===== config.mk =====
export PLATFORM = sky130hd
export DESIGN_NAME = cemf_ctrl
export DESIGN_NICKNAME = d
export VERILOG_FILES = /design/src/rtl/core/cemf_pkg.sv /design/src/rtl/core/cemf_ctrl.sv
export SDC_FILE = /design/constraint.sdc
export NUM_CORES = 1
export LEC_CHECK = 0
export ABC_AREA = 1
export BUFFER_PORTS_ARGS = -buffer_cell sky130_fd_sc_hd__buf_2
export CORE_AREA = 10 10 47 49
export DETAILED_ROUTE_END_ITERATION = 16
export DIE_AREA = 0 0 57 59
export PLACE_DENSITY_LB_ADDON = 0.25
export SLEW_MARGIN = 20
export SYNTH_ARGS = -nofsm -noshare
export SYNTH_HDL_FRONTEND = slang
export SYNTH_SLANG_ARGS = --single-unit

===== constraint.sdc =====
create_clock -name clk -period 1.68 [get_ports clk]
set_input_delay 0.336 -clock clk [delete_from_list [all_inputs] [get_ports clk]]
set_output_delay 0.336 -clock clk [all_outputs]
set_load 0.01 [all_outputs]

===== src/rtl/core/cemf_pkg.sv =====
// Shared definitions for the contour extreme and midpoint finder.
// Holds the configuration register indexes, default sizes and the
// command and status words between the controller and the datapath.
`default_nettype none

package cemf_pkg;

  // Default sizes handed to the top-level parameters.
  localparam int DEF_MAX_POINTS = 1024;
  localparam int DEF_COORD_BITS = 12;

  // Configuration register indexes.
  localparam int CFG_IDX_W = 2;
  localparam logic [CFG_IDX_W-1:0] CFG_CONSTRAINT_ENABLE = 2'd0;
  localparam logic [CFG_IDX_W-1:0] CFG_CENTER_Y          = 2'd1;
  localparam logic [CFG_IDX_W-1:0] CFG_BAND_HEIGHT       = 2'd2;

  // Starting best column distance of the nearest-point search.
  localparam int NO_MATCH_DIST = 1000;
  localparam int NO_MATCH_BITS = 10;

  // Column window of the partner-row search.
  localparam int NEAR_COLS = 1;

  // Commands from the controller to the datapath.
  typedef struct packed {
    logic store;      // a point word is accepted this cycle
    logic scan_rd;    // read the next stored point
    logic scan_pass2; // the read belongs to the partner-row pass
    logic result_ld;  // load the result register, end the set
  } cemf_cmd_t;

  // Status from the datapath to the controller.
  typedef struct packed {
    logic scan_last;  // the read index points at the last stored point
  } cemf_stat_t;

endpackage

`default_nettype wire


===== src/rtl/core/cemf_ctrl.sv =====
// Controller of the contour extreme and midpoint finder.
// Sequences loading, the two scans over the point store and the result
// handoff. Depends on cemf_pkg.
`default_nettype none

module cemf_ctrl
  import cemf_pkg::*;
(
  input  wire logic       clk,
  input  wire logic       rst_n,
  input  wire logic       in_valid,
  input  wire logic       in_is_last,
  output logic            in_stall,
  output logic            out_valid,
  input  wire logic       out_stall,
  output cemf_cmd_t       cmd,
  input  wire cemf_stat_t stat
);

  typedef enum logic [2:0] {
    S_LOAD,
    S_P1,
    S_P1_END,
    S_P2,
    S_P2_END,
    S_FINISH
  } state_t;

  state_t state_r, state_nxt;
  logic   out_valid_r, out_valid_nxt;
  logic   accept;
  logic   res_free;

  assign in_stall  = (state_r != S_LOAD);
  assign accept    = in_valid && (state_r == S_LOAD);
  assign out_valid = out_valid_r;
  // The result register can take a new word when it is empty or being drained.
  assign res_free  = !out_valid_r || !out_stall;

  // Commands decoded from the state.
  always_comb begin
    cmd            = '0;
    cmd.store      = accept;
    cmd.scan_rd    = (state_r == S_P1) || (state_r == S_P2);
    cmd.scan_pass2 = (state_r == S_P2);
    cmd.result_ld  = (state_r == S_FINISH) && res_free;
  end

  // Next-state logic.
  always_comb begin
    state_nxt     = state_r;
    out_valid_nxt = out_valid_r;
    if (out_valid_r && !out_stall) begin
      out_valid_nxt = 1'b0;
    end
    case (state_r)
      S_LOAD: begin
        if (accept && in_is_last) begin
          state_nxt = S_P1;
        end
      end
      S_P1: begin
        if (stat.scan_last) begin
          state_nxt = S_P1_END;
        end
      end
      S_P1_END: begin
        state_nxt = S_P2;
      end
      S_P2: begin
        if (stat.scan_last) begin
          state_nxt = S_P2_END;
        end
      end
      S_P2_END: begin
        state_nxt = S_FINISH;
      end
      S_FINISH: begin
        if (res_free) begin
          out_valid_nxt = 1'b1;
          state_nxt     = S_LOAD;
        end
      end
      default: begin
        state_nxt = S_LOAD;
      end
    endcase
  end

  // State and registered output valid.
  always_ff @(posedge clk) begin
    if (!rst_n) begin
      state_r     <= S_LOAD;
      out_valid_r <= 1'b0;
    end else begin
      state_r     <= state_nxt;
      out_valid_r <= out_valid_nxt;
    end
  end

endmodule

`default_nettype wire


==> results of run 1 <==
-- area by class of cell --
class / instances / share of cell area [%]
clock buffers: 3 / 6.32
inverters: 7 / 7.37
multi-input cells: 30 / 42.8
flip-flops and latches: 4 / 22.5
well taps: 16 / 5.61
repair buffers: 11 / 15.4
-- power breakdown --
group | switching, mW | internal, mW | leakage [nW]
clock | 0.0369 | 0.0798 | 0.0138
combinational | 0.216 | 0.148 | 0.165
sequential | 0.0481 | 0.131 | 0.0330
-- sequential cells by signal, summed over array words and instances, names as in the netlist --
register	count
state_r	3
out_valid	1
-- cells in the final DEF (no fill, tap or decap) --
master	count
clkbuf_4	3
nand2_1	9
a21o_2	1
dfxtp_1	4
buf_2	11
o21a_1	1
nand4_1	1
nand3_1	2
inv_1	5
nand2_2	1
nor2_1	8
a21oi_1	1
inv_2	2
nor2_2	4
nand3_2	2
-- worst min-delay path, delay by kind of cell --
family	cells	cell delay, ns
AND/OR/NAND/NOR	2	0.12
buffers and inverters	1	0.10
-- per-layer routing --
layer | vias up | share of wire [%] | GRT usage (%)
met5 | - | 0 | 0
met4 | 0 | 0 | 4.03
met3 | 0 | 13 | 3.00
met2 | 8 | 38 | 4.50
met1 | 110 | 49 | 4.04
li1 | 157 | - | -
-- kinds of logic after synthesis --
family	Yosys count	share of synthesized area (%)
and+or+nand+nor	27	49.3
buffers and inverters	8	12.7
DFF	4	30.0
AOI/OAI and AO/OA	3	7.98
-- stage by stage --
| stage | std cells | instance area (sq um) | total power [mW] | setup slack, ns | utilization [%] |
|---|---|---|---|---|---|
| after CTS | 71 | 357 | 0.676 | 0.236 | 25.4 |
| after global routing | 71 | 357 | 0.734 | 0.180 | 25.4 |
| final | 71 | 357 | 0.659 | 0.258 | 25.4 |
| after floorplan | 42 | 267 | 0.462 | 0.499 | - |
| after global placement | 68 | 334 | 0.549 | 0.506 | 23.8 |
| after detailed placement | 68 | 334 | 0.552 | 0.493 | 23.8 |
-- path summary, 6_finish.rpt --
check	startpoint	end	slack [ns]	cells after the start
max	state_r[1]	cmd[3]	0.26	4
max reg2reg	state_r[1]	state_r[1]	0.61	6
min reg2reg	out_valid	out_valid	0.48	2
min	rst_n	state_r[1]	0.37	3
==> impl_metrics.csv, run 1 <==
group,metric,value,unit
synthesis,yosys-top-cells-count,"9 x nand2_1, 8 x nor2_1, 5 x inv_1, 4 x dfxtp_1, 4 x nor2_2",
sta,setup_viol,0,
die,coreArea,1400,sq um
routing,firstDrtPassIters,3,
worst_setup_path,crit_family,"simple AND/OR/NAND/NOR gates",
worst_setup_path,slowest_delay,0.35,ns
sta,setup_tns,0,ns
worst_setup_path,cp_num_buf_inv,1,
clocking,postCtsHoldBufs,0,
synthesis,synth_seq_cells,4,
global_route,antenna_found_initial,0,
synthesis,yosys.area.top_type,"dfxtp_1",
power_and_ir_drop,cellPowerDensity,1850,nW/um^2
final_layout,area_growth,33.8,%
routing,drc_errors,0,
final_layout,nets,63,
synthesis,synth_edf_count,0,
die,die_height,59,um
placed_design,io_buffers,11,
flow_run,drv_cap,0,
clocking,ctsRootBufferMaster,"clkbuf_4",
final_layout,drive_above_1_share,43.6,%
clocking,tritoncts,"done",
worst_hold_path,min_path_type,"in -> reg",
placed_design,dpl.hpwl,539,um
clocking,clk_latency,0.23,ns
clocking,clock-sinks,4,
global_route,grt_pass1_wl,972,um
synthesis,synth_ff_type,"dfxtp_1",
final_layout,multi_input_area,153,sq um
synthesis,ys_top_cells_by_area,"dfxtp_1 30%, nand2_1 13%, nor2_1 11%",
global_route,grt_remaining_overflow,0,
worst_setup_path,cp-start-kind,"flop",
clocking,ctsResizeCount,0,
die,io_pins,12,
routing,routedWlPerCell,8.75,um
worst_setup_path,critPathArrivalTime,1.09,ns
die,die-area,3360,sq um
sta,finalCriticalPeriod,1.42,ns
sta,slew_headroom,85.2,%
power_and_ir_drop,peakVddDrop,0.000635,V
synthesis,synth.most_common_cell,"nand2_1",
synthesis,synth_cell_types,14,
routing,vias,275,
clocking,cts_setup_buffers,0,
synthesis,syn_area,267,sq um
routing,drt_iter0_markers,12,
worst_setup_path,required,1.34,ns
synthesis,async_reset_ff_share,0,%
synthesis,yosysWarnings,0,
clocking,cts_buffers,3,
global_route,grt_use_total,3.85,%
worst_setup_path,path_class,"reg -> out",
clocking,clockBufferDepth,2,
sta,timing.hold.ws,0.369,ns
power_and_ir_drop,p_leak,0.211,nW
routing,routed_wl,621,um
synthesis,syn-num-nets,48,
die,die_w,57,um
placed_design,gp_congestion,0.663,
final_layout,fill_cells,182,
sta,rsz0062_at_grt,"no",
worst_setup_path,path_max_fanout,5,
sta,fmax,703,MHz
worst_setup_path,endpoint_kind,"primary output",
sta,worst_pin_slew,0.222,ns
synthesis,netlist_instances,42,
final_layout,regArea,80.1,sq um
synthesis,synth_seq_area_share,30.0,%
clocking,htree_levels,1,
final_layout,n_antenna_cell,0,
die,rows,14,
sta,finalClockSkew,0.000753,ns
run_status,status,"completed",
synthesis,syn_area_per_cell,6.35,sq um
global_route,grt_pass1_vias,241,
sta,finalHoldViolations,0,
routing,via_per_inst,3.87,
worst_setup_path,worstPathCellList,"nor2_2, nand2_1, nor2_1, buf_2",
die,start_util,19.0,%
sta,finalMaxSlewViolations,0,
sta,finalCritPeriodShare,84.7,%
clocking,cts.clk_slew.worst_paths,0.04,ns
global_route,grt_max_degree,7,
worst_setup_path,worst_path_max_delay_cell,"dfxtp_1",
synthesis,synth_top_area_share,30.0,%
routing,postRouteAntennaNets,0,
Note: power is estimated with default switching activity, not from simulation.
==> inputs of run 2 (changes only) <==
==> constraint.sdc (replaced) <==
create_clock -name clk -period 1.1 [get_ports clk]
set_input_delay 0.22 -clock clk [delete_from_list [all_inputs] [get_ports clk]]
set_output_delay 0.22 -clock clk [all_outputs]
set_load 0.01 [all_outputs]
==> run 2 against run 1 <==
Compared with the run above: the run now ends with setup timing left; sequential power rose by 79%; worst setup slack worse by 0.40 ns; die area is the same; non-clock buffer count increased by 4; power is 83% higher; global-route usage is 0.69 points higher; routed wire length rose by 6.6%; sequential share of layout area fell by 0.92 points; critical endpoint is now cmd[0].
==> impl_metrics.csv, run 2 (synthesis gave the netlist of run 1 again) <==
group,metric,value,unit
run_status,status,"complete, but fails checks",
run_status,violations,"setup timing",
routing,postRouteAntennaNets,0,
die,die_height,59,um
routing,firstDrtPassIters,2,
final_layout,fill_cells,174,
routing,via_per_inst,3.92,
worst_setup_path,cp-start-kind,"flop",
power_and_ir_drop,total_power,1.21,mW
final_layout,n_antenna_cell,0,
power_and_ir_drop,p_leak,0.231,nW
sta,rsz0062_at_grt,"yes",
final_layout,final_cell_mix,"10 x buf_2, 7 x nor2_1, 6 x nand2_1, 5 x inv_1",
placed_design,dp_cells,68,
clocking,postCtsHoldBufs,0,
placed_design,dp_worst_setup_slack,0.0373,ns
die,die-area,3360,sq um
routing,vias,294,
worst_setup_path,path_max_fanout,4,
final_layout,drive_above_1_share,59.3,%
placed_design,placed_area,334,sq um
worst_setup_path,r2r_start,"state_r[0]",
final_layout,final_common_cell,"buf_2",
worst_setup_path,cp-startpoint,"state_r[0]",
sta,finalCritPeriodShare,113,%
final_layout,nets,67,
global_route,grt_pass1_vias,307,
worst_hold_path,hold_start,"rst_n",
routing,routed_wl,662,um
global_route,grt_use_total,4.54,%
final_layout,largest_reg_flops,3,
clocking,tritoncts,"done",
die,coreArea,1400,sq um
worst_setup_path,path_class,"reg -> out",
global_route,grt_max_degree,7,
sta,fin_ws,-0.147,ns
sta,fmax,802,MHz
power_and_ir_drop,peakVddDrop,0.000702,V
final_layout,fin_area,424,sq um
worst_hold_path,min_path_type,"in -> reg",
placed_design,gp_congestion,0.668,
sta,finalHoldViolations,0,
final_layout,instances_no_fill,75,
sta,worst_pin_slew,0.139,ns
routing,drc_errors,0,
global_route,antenna_found_initial,0,
sta,finalClockSkew,0.000376,ns
die,die_w,57,um
global_route,grt_pass1_wl,1.12,mm
clocking,htree_levels,1,
clocking,ctsRootBufferMaster,"clkbuf_4",
routing,routedWlPerCell,8.83,um
power_and_ir_drop,cellPowerDensity,2850,nW/um^2
placed_design,io_buffers,11,
worst_setup_path,critPathArrivalTime,1.03,ns
clocking,cts.clk_slew.worst_paths,0.03,ns
placed_design,dpl.hpwl,533,um
worst_setup_path,required,0.88,ns
sta,finalCriticalPeriod,1.25,ns
sta,timing.hold.ws,0.241,ns
worst_setup_path,regToRegSetupSlack,0.05,ns
routing,drt_iter0_markers,3,
sta,slew_headroom,90.7,%
clocking,clockBufferDepth,2,
global_route,grt_remaining_overflow,0,
die,rows,14,
sta,finalMaxSlewViolations,0,
final_layout,top_register,"state_r",
flow_run,drv_cap,0,
die,io_pins,12,
worst_setup_path,endpoint_kind,"primary output",
clocking,clk_latency,0.23,ns
final_layout,area_growth,59.2,%
clocking,clock-sinks,4,
die,start_util,19.0,%
sta,setup_viol,4,
clocking,cts_buffers,3,
[run 2: changes by cell type in the layout (fill, tap and decap cells not counted), sizes merged]
cell  before  now
buf       11   15
[run 2: layout make-up]
type | count | area (sq um) | share of cell area [%]
clock buffer | 3 | 22.5 | 5.31
inverter | 7 | 26.3 | 6.19
multi-input combinational | 30 | 173 | 40.7
sequential | 4 | 91.3 | 21.5
tap | 16 | 20.0 | 4.72
timing repair buffer | 15 | 91.3 | 21.5
[run 2: repair_timing]
action,in CTS,in global routing
gates resized for setup,7,6
pin swaps,3,4
setup buffers,3,1
setup endpoints to repair,5,7
[run 2: critical path, cell delays in order, from the launching register on]
cell and delay [ns]:
dfxtp_4 0.36, inv_2 0.06, nor2_4 0.09, nand2_2 0.07
nor2_2 0.09, buf_2 0.13
[run 2: metrics by stage]
stage	util [%]	TNS, ns
floorplan	-	0
global placement	23.8	0
detailed placement	23.8	0
CTS	28.0	-0.327
global route	30.3	-0.742
finish	30.3	-0.332
[run 2: routing by layer]
| layer | GRT usage (%) | wire (um) | share of wire (%) | vias to the layer above |
|---|---|---|---|---|
| li1 | - | - | - | 163 |
| met1 | 3.21 | 270 | 41 | 115 |
| met2 | 7.13 | 281 | 42 | 11 |
| met3 | 3.00 | 73 | 11 | 5 |
| met4 | 6.04 | 36 | 5.4 | 0 |
| met5 | 0 | 0 | 0 | - |
[run 2: where the power goes]
| part | total [mW] | switching, mW | internal, mW |
|---|---|---|---|
| Sequential | 0.321 | 0.0913 | 0.230 |
| Combinational | 0.708 | 0.372 | 0.336 |
| Clock | 0.178 | 0.0558 | 0.122 |
[run 2: final timing paths]
| check | cells after the start | endpoint |
|---|---|---|
| hold / removal | 3 | state_r[1] |
| setup reg to reg | 7 | state_r[1] |
| setup / recovery | 5 | cmd[0] |
| hold reg to reg | 2 | out_valid |
==> inputs of run 3 (changes only) <==
--- a/config.mk
+++ b/config.mk
@@ -6,10 +6,11 @@
 export NUM_CORES = 1
 export LEC_CHECK = 0
 export ABC_AREA = 1
-export BUFFER_PORTS_ARGS = -buffer_cell sky130_fd_sc_hd__buf_2
-export CORE_AREA = 10 10 47 49
+export CORE_AREA = 2 2 39 41
 export DETAILED_ROUTE_END_ITERATION = 16
-export DIE_AREA = 0 0 57 59
+export DIE_AREA = 0 0 41 43
+export DONT_BUFFER_PORTS = 1
+export GPL_ROUTABILITY_DRIVEN = 0
 export PLACE_DENSITY_LB_ADDON = 0.25
 export SLEW_MARGIN = 20
 export SYNTH_ARGS = -nofsm -noshare
==> run 3 against run 2 <==
Compared with the run above: final cell count shrank 12%; die area is 48% lower; combinational power decreased by 3.1%; register-to-register slack hardly changed; clock-buffer cell count unchanged; fmax rose by 9.2%; final area is 7.1% lower; core utilization decreased by 1.8 points; the run still ends with setup timing left; largest cell class unchanged; first-iteration DRC count is 100% lower; clock power down 2%; hold slack worse by 0.13 ns.
==> impl_metrics.csv, run 3 (synthesis gave the netlist of run 1 again) <==
group,metric,value,unit
final_layout,final_common_cell,"nand2_1",
sta,finalMaxSlewViolations,0,
final_layout,drive_above_1_share,54.0,%
clocking,htree_levels,1,
sta,slew_headroom,90.4,%
power_and_ir_drop,peakVddDrop,0.00101,V
final_layout,fin_area,394,sq um
routing,firstDrtPassIters,1,
global_route,grt_remaining_overflow,0,
placed_design,dpl.hpwl,424,um
routing,wl_met1,213,um
placed_design,io_buffers,0,
routing,met3_length,44,um
run_status,violations,"setup timing",
power_and_ir_drop,power_switching,521,uW
sta,finalClockSkew,0.000891,ns
routing,via_per_inst,4.12,
routing,postRouteAntennaNets,0,
sta,rsz0062_at_grt,"yes",
power_and_ir_drop,intPower,666,uW
sta,worst_pin_slew,0.144,ns
power_and_ir_drop,p_sw_share,43.9,%
die,coreArea,1380,sq um
clocking,ctsRootBufferMaster,"clkbuf_4",
power_and_ir_drop,seqPwrFrac,27.5,%
power_and_ir_drop,p_clk_share,14.7,%
routing,drt_iter0_markers,0,
die,io_pins,12,
power_and_ir_drop,cellPowerDensity,3010,nW/um^2
run_status,status,"complete, but fails checks",
global_route,grt_max_degree,7,
final_layout,area_growth,47.9,%
die,die_w,41,um
routing,routedWlPerCell,8.48,um
global_route,grt_use_total,8.45,%
clocking,cts.clk_slew.worst_paths,0.04,ns
global_route,grt_pass1_wl,876,um
worst_setup_path,required,0.88,ns
routing,drc_errors,0,
clocking,tritoncts,"done",
power_and_ir_drop,combinationalPowerShare,57.8,%
routing,routed_wl,560,um
sta,fin_ws,-0.0415,ns
clocking,clock-sinks,4,
worst_hold_path,min_path_type,"in -> reg",
worst_setup_path,path_class,"reg -> out",
worst_setup_path,path_max_fanout,4,
global_route,antenna_found_initial,0,
flow_run,drv_cap,0,
global_route,grt_pass1_vias,239,
routing,vias,272,
power_and_ir_drop,p_leak,0.197,nW
clocking,clk_latency,0.23,ns
sta,finalCriticalPeriod,1.14,ns
clocking,cts_buffers,3,
routing,top_layer_used,"met4",
die,die-area,1760,sq um
final_layout,final_cell_mix,"7 x nand2_1, 5 x inv_1, 5 x nor2_1, 5 x buf_4, 4 x nor2_4",
clocking,clockBufferDepth,2,
sta,finalCritPeriodShare,104,%
final_layout,n_antenna_cell,0,
placed_design,placed_area,302,sq um
worst_setup_path,endpoint_kind,"primary output",
worst_setup_path,cp-start-kind,"flop",
sta,finalHoldViolations,0,
die,die_height,43,um
final_layout,top_register,"state_r",
sta,fmax,876,MHz
final_layout,largest_reg_flops,3,
die,rows,14,
final_layout,nets,58,
die,start_util,19.3,%
worst_setup_path,critPathArrivalTime,0.92,ns
routing,wl_met2,286,um
placed_design,dp_worst_setup_slack,0.0486,ns
sta,setup_viol,4,
-- run 3: cell types whose count changed in the layout (fill, tap and decap cells not counted) --
cell / change
buf_2: -10
nor2_1: -2
nor2_4: +2
buf_4: +1
nand2_1: +1
nand2_2: -1
-- run 3: final timing paths --
kind	depth (start not counted)	slack (ns)	from	endpoint
max	4	-0.04	state_r[0]	cmd[0]
min	2	0.12	rst_n	state_r[1]
max reg2reg	7	0.05	state_r[0]	state_r[1]
min reg2reg	2	0.48	out_valid	out_valid
-- run 3: cell type report --
| type | instances | area [sq um] |
|---|---|---|
| Clock buffer | 3 | 22.5 |
| Fill cell | 159 | 990 |
| Inverter | 7 | 26.3 |
| Multi-Input combinational cell | 30 | 185 |
| Sequential cell | 4 | 91.3 |
| Tap cell | 16 | 20.0 |
| Timing Repair Buffer | 6 | 48.8 |
-- run 3: per-stage QoR --
stage | power, mW | util (%) | cells | setup TNS, ns | hold WS [ns]
2_1_floorplan | 0.705 | - | 42 | 0 | 0.352
3_3_place_gp | 0.829 | 21.8 | 60 | 0 | 0.363
3_5_place_dp | 0.832 | 21.8 | 60 | 0 | 0.364
4_1_cts | 1.14 | 26.1 | 65 | -0.182 | 0.109
5_1_grt | 1.30 | 28.5 | 66 | -0.262 | 0.111
6_report | 1.19 | 28.5 | 66 | -0.0746 | 0.115
-- run 3: metal layers --
| metal | GRT usage [%] | up-vias |
|---|---|---|
| met2 | 10.9 | 7 |
| met4 | 12.0 | 0 |
| li1 | - | 146 |
| met5 | 0 | - |
| met3 | 4.19 | 2 |
| met1 | 7.44 | 117 |
-- run 3: critical path: stages, from the launching register on --
cell     delay, ns
dfxtp_4       0.36
inv_2         0.06
nor2_4        0.09
nand2_2       0.08
nor2_4        0.11
-- run 3: power by group through the flow --
stage / clock (mW) / sequential, mW / combinational [mW]
2_1_floorplan: 0 / 0.266 / 0.439
3_3_place_gp: 0 / 0.283 / 0.546
3_5_place_dp: 0 / 0.282 / 0.551
4_1_cts: 0.187 / 0.307 / 0.650
5_1_grt: 0.196 / 0.338 / 0.764
6_report: 0.174 / 0.326 / 0.686
-- run 3: timing repair --
item                                    4_1_cts  5_1_grt
cloned                                        0        0
pin swaps                                     2        2
endpoints found under the setup margin        5        6
resized for setup                             9        7
hold buffers                                  0        0
endpoints found under the hold margin         0        0
setup buffers                                 2        1
